**config.mk**
```make
export PLATFORM = sky130hd
export DESIGN_NAME = hsv_to_rgb_converter
export DESIGN_NICKNAME = d
export VERILOG_FILES = /design/src/sv/hsvrgb_pkg.sv /design/src/sv/hsv_to_rgb_converter.sv
export SDC_FILE = /design/constraint.sdc
export NUM_CORES = 1
export LEC_CHECK = 0
export BUFFER_PORTS_ARGS = -buffer_cell sky130_fd_sc_hd__buf_2
export CORE_UTILIZATION = 35
export CTS_BUF_LIST = sky130_fd_sc_hd__clkbuf_4
export CTS_CLUSTER_DIAMETER = 30
export DETAILED_ROUTE_END_ITERATION = 6
export PLACE_DENSITY = 0.54
export SYNTH_ARGS = -nofsm -noshare
export SYNTH_HDL_FRONTEND = slang
export SYNTH_SLANG_ARGS = --single-unit
export TNS_END_PERCENT = 50
```
**constraint.sdc**
```tcl
create_clock -name clk -period 6.79 [get_ports clk]
set_clock_uncertainty 0.1 [all_clocks]
set_input_delay 1.0185 -clock clk [delete_from_list [all_inputs] [get_ports clk]]
set_output_delay 1.0185 -clock clk [all_outputs]
set_load 0.02 [all_outputs]
```
**src/sv/hsvrgb_pkg.sv**
```systemverilog
// Shared types, constants and helper functions for the HSV to RGB converter.
package hsvrgb_pkg;

    // Field widths of the stream payloads
    localparam int PIX_W  = 10;
    localparam int HUE_W  = 12;
    localparam int CHAN_W = 8;
    localparam int REM_W  = 6;
    localparam int PROD_W = 16;

    // Payload packing of the input and output tdata words
    localparam int S_TDATA_W = 40;
    localparam int M_TDATA_W = 40;

    // Number of register stages in the datapath
    localparam int NUM_STAGES = 5;

    // Arithmetic constants
    localparam logic [HUE_W-1:0]  HUE_FULL    = 12'd360;
    localparam int                SECTOR_DEG  = 60;
    localparam logic [CHAN_W-1:0] FULL_SCALE  = 8'd255;
    localparam int                FRAC_ONE    = 256;
    localparam logic [PROD_W-1:0] ONE_Q       = 16'd65280;   // 255 * 256

    // Sector boundaries in degrees
    localparam logic [HUE_W-1:0] DEG_60  = 12'd60;
    localparam logic [HUE_W-1:0] DEG_120 = 12'd120;
    localparam logic [HUE_W-1:0] DEG_180 = 12'd180;
    localparam logic [HUE_W-1:0] DEG_240 = 12'd240;
    localparam logic [HUE_W-1:0] DEG_300 = 12'd300;

    // Colour wheel sector of the hue
    typedef enum logic [2:0] {
        SECTOR_RED_YELLOW,
        SECTOR_YELLOW_GREEN,
        SECTOR_GREEN_CYAN,
        SECTOR_CYAN_BLUE,
        SECTOR_BLUE_MAGENTA,
        SECTOR_MAGENTA_RED
    } sector_t;

    // Fraction table: Q0.8 position within a sector, indexed by degrees into it
    typedef logic [CHAN_W-1:0] frac_lut_t [2**REM_W];

    function automatic frac_lut_t build_frac_lut();
        frac_lut_t lut;
        for (int i = 0; i < 2**REM_W; i++)
        begin
            lut[i] = CHAN_W'((i * FRAC_ONE) / SECTOR_DEG);
        end
        return lut;
    endfunction

    localparam frac_lut_t FRAC_LUT = build_frac_lut();

    // Exact floor(x / 255) for x up to 255 * 255
    function automatic logic [CHAN_W-1:0] div255(input logic [PROD_W-1:0] x);
        logic [PROD_W:0] sum;
        sum = {1'b0, x} + {9'd0, x[PROD_W-1:CHAN_W]} + 17'd1;
        return sum[PROD_W-1:CHAN_W];
    endfunction

    // Stage 1: sector found, hue reduced to degrees within the sector
    typedef struct packed {
        logic [PIX_W-1:0]  pix;
        sector_t           sector;
        logic [REM_W-1:0]  rem;
        logic [CHAN_W-1:0] sat;
        logic [CHAN_W-1:0] val;
        logic              show;
    } st1_t;

    // Stage 2: fraction within the sector
    typedef struct packed {
        logic [PIX_W-1:0]  pix;
        sector_t           sector;
        logic [CHAN_W-1:0] frac;
        logic [CHAN_W-1:0] sat;
        logic [CHAN_W-1:0] val;
        logic              show;
    } st2_t;

    // Stage 3: scale factors for p, q and t
    typedef struct packed {
        logic [PIX_W-1:0]  pix;
        sector_t           sector;
        logic [CHAN_W-1:0] p_fac;
        logic [PROD_W-1:0] q_fac;
        logic [PROD_W-1:0] t_fac;
        logic [CHAN_W-1:0] val;
        logic              show;
    } st3_t;

    // Stage 4: products scaled down to a single division by 255
    typedef struct packed {
        logic [PIX_W-1:0]  pix;
        sector_t           sector;
        logic [PROD_W-1:0] p_num;
        logic [PROD_W-1:0] q_num;
        logic [PROD_W-1:0] t_num;
        logic [CHAN_W-1:0] val;
        logic              show;
    } st4_t;

    // Stage 5: finished pixel
    typedef struct packed {
        logic [PIX_W-1:0]  pix;
        logic [CHAN_W-1:0] red;
        logic [CHAN_W-1:0] green;
        logic [CHAN_W-1:0] blue;
        logic              show;
    } st5_t;

endpackage

```
**src/sv/hsv_to_rgb_converter.sv**
```systemverilog
// HSV to RGB pixel converter: five-stage pipeline with stream handshakes.
//
// Input channel (s_axis_*): one pixel per transaction, with hue, saturation,
// brightness and pixel index in tdata and the strip refresh request in tlast.
// Output channel (m_axis_*): one transaction per input pixel, in order, with
// the pixel index and 8-bit red, green and blue in tdata and the refresh
// request copied to tlast.
// Pixels pass through the stage 1 to 5 registers in order; stage 5 feeds
// m_axis. Throughput: one pixel per clock while unstalled, set by the five
// register stages (sector split, fraction lookup, scale factors, brightness
// products, divide and route), each taking a new pixel every unstalled cycle.
// Stalls: every stage holds its contents while the stage after it is full and
// cannot advance; s_axis_tready falls only when the whole pipeline is full and
// m_axis_tready is low. Bubbles are squeezed out while the output waits.
// Reset: rst_n clears all stage valid flags asynchronously; no pixel is lost
// or repeated across a stall, and there is no state between pixels.
module hsv_to_rgb_converter
(
    input  logic                                clk,
    input  logic                                rst_n,

    input  logic                                s_axis_tvalid,
    output logic                                s_axis_tready,
    // [9:0] pixel_index, [21:10] hue, [29:22] saturation, [37:30] brightness,
    // [39:38] zero
    input  logic [hsvrgb_pkg::S_TDATA_W-1:0]    s_axis_tdata,
    input  logic                                s_axis_tlast,    // show_now

    output logic                                m_axis_tvalid,
    input  logic                                m_axis_tready,
    // [9:0] pixel_out, [17:10] red, [25:18] green, [33:26] blue, [39:34] zero
    output logic [hsvrgb_pkg::M_TDATA_W-1:0]    m_axis_tdata,
    output logic                                m_axis_tlast     // show_request
);

    logic [hsvrgb_pkg::NUM_STAGES-1:0] valid_reg;
    logic [hsvrgb_pkg::NUM_STAGES-1:0] valid_next;
    logic [hsvrgb_pkg::NUM_STAGES-1:0] adv;

    hsvrgb_pkg::st1_t st1_reg, st1_next;
    hsvrgb_pkg::st2_t st2_reg, st2_next;
    hsvrgb_pkg::st3_t st3_reg, st3_next;
    hsvrgb_pkg::st4_t st4_reg, st4_next;
    hsvrgb_pkg::st5_t st5_reg, st5_next;

    logic [hsvrgb_pkg::PIX_W-1:0]  in_pix;
    logic [hsvrgb_pkg::HUE_W-1:0]  in_hue;
    logic [hsvrgb_pkg::CHAN_W-1:0] in_sat;
    logic [hsvrgb_pkg::CHAN_W-1:0] in_val;
    logic [hsvrgb_pkg::HUE_W-1:0]  hue_eff;
    logic [hsvrgb_pkg::HUE_W-1:0]  hue_rem;
    logic [8:0]                    frac_comp;
    logic [hsvrgb_pkg::PROD_W:0]   t_prod;
    logic [hsvrgb_pkg::PROD_W-1:0] q_prod;
    logic [23:0]                   q_full;
    logic [23:0]                   t_full;
    logic [hsvrgb_pkg::CHAN_W-1:0] p_res;
    logic [hsvrgb_pkg::CHAN_W-1:0] q_res;
    logic [hsvrgb_pkg::CHAN_W-1:0] t_res;

    logic in_acc;
    logic out_acc;

    // Unpack the input transaction
    assign in_pix = s_axis_tdata[9:0];
    assign in_hue = s_axis_tdata[21:10];
    assign in_sat = s_axis_tdata[29:22];
    assign in_val = s_axis_tdata[37:30];

    // Advance each stage when it is empty or the stage after it advances
    always_comb
    begin
        adv[4] = !valid_reg[4] || m_axis_tready;
        adv[3] = !valid_reg[3] || adv[4];
        adv[2] = !valid_reg[2] || adv[3];
        adv[1] = !valid_reg[1] || adv[2];
        adv[0] = !valid_reg[0] || adv[1];
    end

    assign s_axis_tready = adv[0];
    assign in_acc        = s_axis_tvalid && s_axis_tready;
    assign out_acc       = m_axis_tvalid && m_axis_tready;

    // Move valid flags along with the data
    always_comb
    begin
        valid_next = valid_reg;
        if (adv[0])
        begin
            valid_next[0] = s_axis_tvalid;
        end
        for (int i = 1; i < hsvrgb_pkg::NUM_STAGES; i++)
        begin
            if (adv[i])
            begin
                valid_next[i] = valid_reg[i-1];
            end
        end
    end

    always_ff @(posedge clk or negedge rst_n)
    begin
        if (!rst_n)
        begin
            valid_reg <= '0;
        end
        else
        begin
            valid_reg <= valid_next;
        end
    end

    // Stage 1: fold an out-of-range hue to zero and split it into sector and degrees within
    always_comb
    begin
        hue_eff = (in_hue >= hsvrgb_pkg::HUE_FULL) ? '0 : in_hue;
        priority if (hue_eff >= hsvrgb_pkg::DEG_300)
        begin
            st1_next.sector = hsvrgb_pkg::SECTOR_MAGENTA_RED;
            hue_rem         = hue_eff - hsvrgb_pkg::DEG_300;
        end
        else if (hue_eff >= hsvrgb_pkg::DEG_240)
        begin
            st1_next.sector = hsvrgb_pkg::SECTOR_BLUE_MAGENTA;
            hue_rem         = hue_eff - hsvrgb_pkg::DEG_240;
        end
        else if (hue_eff >= hsvrgb_pkg::DEG_180)
        begin
            st1_next.sector = hsvrgb_pkg::SECTOR_CYAN_BLUE;
            hue_rem         = hue_eff - hsvrgb_pkg::DEG_180;
        end
        else if (hue_eff >= hsvrgb_pkg::DEG_120)
        begin
            st1_next.sector = hsvrgb_pkg::SECTOR_GREEN_CYAN;
            hue_rem         = hue_eff - hsvrgb_pkg::DEG_120;
        end
        else if (hue_eff >= hsvrgb_pkg::DEG_60)
        begin
            st1_next.sector = hsvrgb_pkg::SECTOR_YELLOW_GREEN;
            hue_rem         = hue_eff - hsvrgb_pkg::DEG_60;
        end
        else
        begin
            st1_next.sector = hsvrgb_pkg::SECTOR_RED_YELLOW;
            hue_rem         = hue_eff;
        end
        st1_next.pix  = in_pix;
        st1_next.rem  = hue_rem[hsvrgb_pkg::REM_W-1:0];
        st1_next.sat  = in_sat;
        st1_next.val  = in_val;
        st1_next.show = s_axis_tlast;
    end

    // Stage 2: look up the Q0.8 fraction within the sector
    always_comb
    begin
        st2_next.pix    = st1_reg.pix;
        st2_next.sector = st1_reg.sector;
        st2_next.frac   = hsvrgb_pkg::FRAC_LUT[st1_reg.rem];
        st2_next.sat    = st1_reg.sat;
        st2_next.val    = st1_reg.val;
        st2_next.show   = st1_reg.show;
    end

    // Stage 3: form the scale factors of p, q and t
    always_comb
    begin
        frac_comp = 9'(hsvrgb_pkg::FRAC_ONE) - {1'b0, st2_reg.frac};
        q_prod    = 16'(st2_reg.sat) * 16'(st2_reg.frac);
        t_prod    = 17'(st2_reg.sat) * 17'(frac_comp);

        st3_next.pix    = st2_reg.pix;
        st3_next.sector = st2_reg.sector;
        st3_next.p_fac  = hsvrgb_pkg::FULL_SCALE - st2_reg.sat;
        st3_next.q_fac  = hsvrgb_pkg::ONE_Q - q_prod;
        st3_next.t_fac  = hsvrgb_pkg::ONE_Q - t_prod[hsvrgb_pkg::PROD_W-1:0];
        st3_next.val    = st2_reg.val;
        st3_next.show   = st2_reg.show;
    end

    // Stage 4: scale by brightness; drop the low byte of the 255*256 divisor of q and t
    always_comb
    begin
        q_full = 24'(st3_reg.val) * 24'(st3_reg.q_fac);
        t_full = 24'(st3_reg.val) * 24'(st3_reg.t_fac);

        st4_next.pix    = st3_reg.pix;
        st4_next.sector = st3_reg.sector;
        st4_next.p_num  = 16'(st3_reg.val) * 16'(st3_reg.p_fac);
        st4_next.q_num  = q_full[23:8];
        st4_next.t_num  = t_full[23:8];
        st4_next.val    = st3_reg.val;
        st4_next.show   = st3_reg.show;
    end

    // Stage 5: divide by 255 and route the terms by sector
    always_comb
    begin
        p_res = hsvrgb_pkg::div255(st4_reg.p_num);
        q_res = hsvrgb_pkg::div255(st4_reg.q_num);
        t_res = hsvrgb_pkg::div255(st4_reg.t_num);

        st5_next.pix  = st4_reg.pix;
        st5_next.show = st4_reg.show;
        unique case (st4_reg.sector)
            hsvrgb_pkg::SECTOR_RED_YELLOW:
            begin
                st5_next.red   = st4_reg.val;
                st5_next.green = t_res;
                st5_next.blue  = p_res;
            end
            hsvrgb_pkg::SECTOR_YELLOW_GREEN:
            begin
                st5_next.red   = q_res;
                st5_next.green = st4_reg.val;
                st5_next.blue  = p_res;
            end
            hsvrgb_pkg::SECTOR_GREEN_CYAN:
            begin
                st5_next.red   = p_res;
                st5_next.green = st4_reg.val;
                st5_next.blue  = t_res;
            end
            hsvrgb_pkg::SECTOR_CYAN_BLUE:
            begin
                st5_next.red   = p_res;
                st5_next.green = q_res;
                st5_next.blue  = st4_reg.val;
            end
            hsvrgb_pkg::SECTOR_BLUE_MAGENTA:
            begin
                st5_next.red   = t_res;
                st5_next.green = p_res;
                st5_next.blue  = st4_reg.val;
            end
            default:
            begin
                st5_next.red   = st4_reg.val;
                st5_next.green = p_res;
                st5_next.blue  = q_res;
            end
        endcase
    end

    // Hold payload while a stage stalls; load it when the stage advances
    always_ff @(posedge clk)
    begin
        if (adv[0])
        begin
            st1_reg <= st1_next;
        end
        if (adv[1])
        begin
            st2_reg <= st2_next;
        end
        if (adv[2])
        begin
            st3_reg <= st3_next;
        end
        if (adv[3])
        begin
            st4_reg <= st4_next;
        end
        if (adv[4])
        begin
            st5_reg <= st5_next;
        end
    end

    // Pack the output transaction
    assign m_axis_tvalid = valid_reg[4];
    assign m_axis_tlast  = st5_reg.show;
    assign m_axis_tdata  = {6'd0, st5_reg.blue, st5_reg.green, st5_reg.red, st5_reg.pix};

    // A stalled output stage keeps its pixel
    a_stall_keeps: assert property (@(posedge clk) disable iff (!rst_n)
        (valid_reg[4] && !m_axis_tready) |=> valid_reg[4])
        else $error("output stage lost a pixel while stalled");

    // With the receiver ready the pipeline never refuses input
    a_ready_flows: assert property (@(posedge clk) disable iff (!rst_n)
        m_axis_tready |-> s_axis_tready)
        else $error("input stalled although output is ready");

    // An empty output stage always lets input in
    a_empty_ready: assert property (@(posedge clk) disable iff (!rst_n)
        !m_axis_tvalid |-> s_axis_tready)
        else $error("input stalled with an empty output stage");

    // Occupancy changes only by accepted and delivered transactions
    a_occupancy: assert property (@(posedge clk) disable iff (!rst_n)
        1'b1 |=> ($countones(valid_reg) ==
                  $countones($past(valid_reg)) + int'($past(in_acc)) - int'($past(out_acc))))
        else $error("pipeline occupancy does not match transactions");

endmodule

```
# Word level (Yosys, flattened, before mapping)
# Memory sizes are Yosys's and may differ from the RTL's. A register that Yosys moved wholly into a read port is not among the register bits.
# Index checks and enable logic that the tools add are counted.
op_classes:
  add_sub_neg: 15
  mul: 5
  div_mod_pow: 0
  n_lt_le_gt_ge: 6
  eq_ne: 4
  n_shift: 0
  muxes: 11
  bitwise: 1
  n_reduce_logical: 12
ops:
  columns: ["operator", "n"]
  rows:
  - ["one-hot mux 24 bit (5 select lines)", 1]
  - ["adder 16 x 1 -> 16 bit, second input constant", 3]
  - ["adder 16 x 8 -> 16 bit", 3]
  - ["multiplier 8 x 16 -> 24 bit", 2]
  - ["multiplier 8 x 8 -> 16 bit", 2]
  - ["subtractor 16 bit, first input constant", 2]
  - ["two-way mux 6 bit", 5]
  - ["subtractor 6 bit, second input constant", 5]
  - ["greater-or-equal comparator 12 x 8 -> 1 bit, second input constant", 2]
  - ["greater-or-equal comparator 12 x 9 -> 1 bit, second input constant", 2]
  - ["multiplier 8 x 9 -> 16 bit", 1]
  - ["greater-or-equal comparator 12 x 6 -> 1 bit, second input constant", 1]
  - ["greater-or-equal comparator 12 x 7 -> 1 bit, second input constant", 1]
  - ["two-way mux 12 bit", 1]
  - ["subtractor 9 x 8 -> 9 bit, first input constant", 1]
  - ["subtractor 8 bit, first input constant", 1]
  - ["inverter 6 -> 7 bit", 1]
  - ["== test 3 x 2 -> 1 bit, second input constant", 2]
  - ["logical NOT 1 bit", 5]
  - ["logical OR 1 bit", 5]
  - ["two-way mux 2 bit", 2]
  - ["== test 3 x 1 -> 1 bit, second input constant", 1]
  - ["== test 3 bit, second input constant", 1]
  - ["logical NOT 3 bit", 1]
  - ["2 further kinds", 3]
word_totals:
  ff_bits: 238
  latch_bits: 0
  ram_bits: 0
  rom_bits: 512
  output_inout_bits: 43
  wordCells: 91
  n_memories: 1
mem_list:
  columns: ["name", "words", "word_bits", "read_ports", "rd_ports_with_merged_regs", "write_ports", "line_no", "rtl"]
  rows:
  - ["(name not given)", 64, 8, 1, 1, 0, "hsv_to_rgb_converter.sv:159", "st2_next.frac = hsvrgb_pkg::FRAC_LUT[st1_reg.rem];"]

# Logic depth before layout (Yosys ltp)
logic_depth:
  word_depth: 8
  ltp_mapped: 23
  depth_no_buf: 22

# Worst setup path before layout
# OpenSTA, ideal clock, no wires.
synth_path:
  path_type: "register to register"
  from: "register st2_reg[21] (netlist name)"
  to: "register st3_reg[24] (netlist bit), data pin"
  arrival_time_ps: 4848
  required_time_ps: 6430
  path_slack_ps: 1583
  stages_incl_launch_ff: 21
  period_less_slack_ps: 5207
  cell_sequence: "edfxtp_1 > clkbuf_1 > inv_1 > ha_1 > nand2_1 > xnor2_1 > and2_1 > fa_1 > inv_1 > fa_1 > fa_1 > inv_1 > fa_1 > inv_1 > ha_1 > a21boi_0 > o21ai_0 > a21boi_0 > o2111ai_1 > a31oi_1 > xnor2_1"
synth_rtl:
  columns: ["item", "line_no", "rtl"]
  rows:
  - ["to (signal assigned)", "hsv_to_rgb_converter.sv:258", "st3_reg <= st3_next;"]
  - ["to (decl)", "hsv_to_rgb_converter.sv:42", "hsvrgb_pkg::st3_t st3_reg, st3_next;"]

==> results.toml <==
[floorplanning]
core_area_um2 = 67630
die_h_um = 264.2
ios = 88
die_area_um2 = 69780
core.rowCount = 95
die_w_um = 264.2
initial_core_util = 0.3556

[worst_setup_path]
required_ns = 7.21
crit_fanout = 12
startpoint_type = "flip-flop"
crit_arrival_ns = 6.43
reg2reg_to = "st3_reg[24]"
r2r_slack_ns = 0.79
cp-end-kind = "flip-flop"
crit_path_end = "st3_reg[24]"
reg2reg_depth = 19
setup.worst_path.start = "st2_reg[22]"
criticalPathCategory = "reg -> reg"
rr_startpoint = "st2_reg[22]"

[min_path]
hold_class = "reg -> reg"

[timing]
slew-limit-headroom = 0.3114
tns_ns = 0
setup_viol = 0
hold_violations = 0
min_period_ns = 6.002
fmax_ghz = 0.1666
worst_pin_slew_ns = 1.033
rsz0062_at_grt = "false"
period_share = 0.8839
drv_slew = 0
fin_worst_hold_slack_ns = 0.3045

[global_route]
gr-total-overflow = 0
grt_util_all_layers = 0.1489
grt_use_met1 = 0.1928
antenna_found_initial = 3
grt_pass1_vias = 16910
grt.busiest_layer = "met2"
grt_max_degree = 66
grt_pass1_wl_um = 84410
grt_util_met3 = 0.02424
grt_use_met2 = 0.2558

[yosys]
synth_top_family_by_area = "adder cells"
netlist.area_leader.share = 0.2971
synth_cells = 2320
synth_xor_area_frac = 0.03386
synth.mux.area_fraction = 0.005202
synthAdderAreaFrac = 0.3612
syn_area_per_cell_um2 = 10.37
synth_edf_count = 238
synth.area.top_cells = "edfxtp_1 30%, fa_1 23%, ha_1 13%"
syn-cell-area_um2 = 24050
synthDominantAreaCellType = "edfxtp_1"
ys.flop_type = "edfxtp_1"
ys_seq_area_frac = 0.3023
postSynth.asyncResetShare = 0.02058
synth_warnings = 0
synth.distinct_cells = 74
ys_seq_elements = 243
synth_compound_area_frac = 0.06898
synthSimpleGateAreaFrac = 0.1470

[route]
via_per_inst = 4.745
drt-initial-drc-count = 612
vias = 15870
drc = 0
firstDrtPassIters = 5
wirelength_um = 50020
routedWlPerCell_um = 14.96
drtAntennaViolNets = 0

[placement]
dp_hpwl_um = 39260
routabilityCongestion = 0.8197
port-buffer-count = 79

[cells_and_area]
area_delta_synth_final_pct = 9.202
final_cell_mix = "436 x inv_1, 292 x and2_1, 281 x fa_1"
fin_nets = 2986
seq_area_um2 = 7272
mostFrequentLayoutCell = "inv_1"
multi_input_area_um2 = 14860
fillers = 6687
drive_above_1_share = 0.09124
largest_reg_flops = 70

[clocking]
cts.clk_slew.worst_paths_ns = 0.07
htree_levels = 3
cts_root_buffer = "clkbuf_4"
cts_buffers = 68
clock_path_buffers = 3
cts_tree = "yes"
clock_sinks = 243
clk_latency_ns = 0.78
post_cts_buffers = 0

[status]
status = "completed"

[job]
maxCapViolCount = 0
==> timing repair <==
action | 4_1_cts | 5_1_grt
hold endpoints to repair | 5 | 0
resized for setup | 0 | 0
hold buffers | 1 | 0
==> kinds of logic (layout without fill, tap and decap cells) <==
kind of cell	Yosys count	count (layout)
flip-flops	243	243
AO/OA/AOI/OAI	249	249
other	1	11
adder cells (fa/ha/maj)	526	526
multiplexers	11	11
XOR/XNOR	93	93
buffers and inverters	514	655
AND/OR/NAND/NOR	683	683
==> routing by layer <==
layer,up-vias,wire length [um]
met5,-,0
met2,247,24050
met4,0,846
li1,7699,-
met1,7854,23400
met3,67,1717
==> cell usage after synthesis, types with 6 or more instances <==
cell,number
buf_4,6
xor2_1,27
nor2_1,91
inv_1,436
o21ai_0,60
and3_1,6
nor2b_1,15
edfxtp_1,238
o211ai_1,6
o2111ai_1,9
a21oi_1,55
nand2_1,191
nand3_1,21
xnor2_1,66
a211oi_1,7
clkbuf_1,68
ha_1,244
and2_1,292
a21o_1,16
a31oi_1,16
nand4_1,8
or2_2,6
fa_1,281
nand2b_1,16
nor3_1,21
o21a_1,15
mux2i_1,8
==> cell type report <==
type                       count  share of cell area
antenna                        5           0.0004764
tap                          873             0.04159
clock inverter                20            0.003906
inverter                     437             0.06245
sequential                   243              0.2769
clock buffer                 100             0.02858
multi-input combinational   1568              0.5656
timing repair buffer          98             0.02058
==> worst min-delay path by stage <==
stage | cells after the start | to | slack, ns | startpoint
after floorplan | 0 | m_axis_tdata[0] | 0.30 | st4_reg[60]
after global placement | 0 | st3_reg[53] | 0.30 | st2_reg[29]
after detailed placement | 0 | m_axis_tdata[0] | 0.30 | st4_reg[60]
after CTS | 1 | st1_reg[11] | 0.20 | s_axis_tdata[24]
after global routing | 1 | st1_reg[34] | 0.21 | s_axis_tdata[8]
final | 0 | st4_reg[0] | 0.30 | st3_reg[0]
==> critical path, cell delays in order (launching register included) <==
cell and delay [ns]:
edfxtp_1 0.67, inv_1 0.19, ha_1 0.27, nand2_1 0.26
xor2_1 0.55, nand2_1 0.12, ha_1 0.30, inv_1 0.05
fa_1 0.51, fa_1 0.44, fa_1 0.54, inv_1 0.04
ha_1 0.32, o21ai_0 0.12, a21boi_0 0.25, o21ai_0 0.16
a21boi_0 0.37, o2111ai_1 0.18, a31oi_1 0.21, xnor2_1 0.09
==> through the flow <==
stage	cell area (um^2)	setup WS, ns	instances	util
after CTS	26250	0.8312	3339	0.3882
after floorplan	24070	1.583	2325	-
after global placement	25390	0.9512	3218	0.3754
after global routing	26260	0.4486	3343	0.3883
after detailed placement	25390	0.8434	3218	0.3754
final	26270	0.7882	3344	0.3884
Power is not shown: default switching activity piles up to over one toggle a cycle in this logic, so the estimate is an artifact.
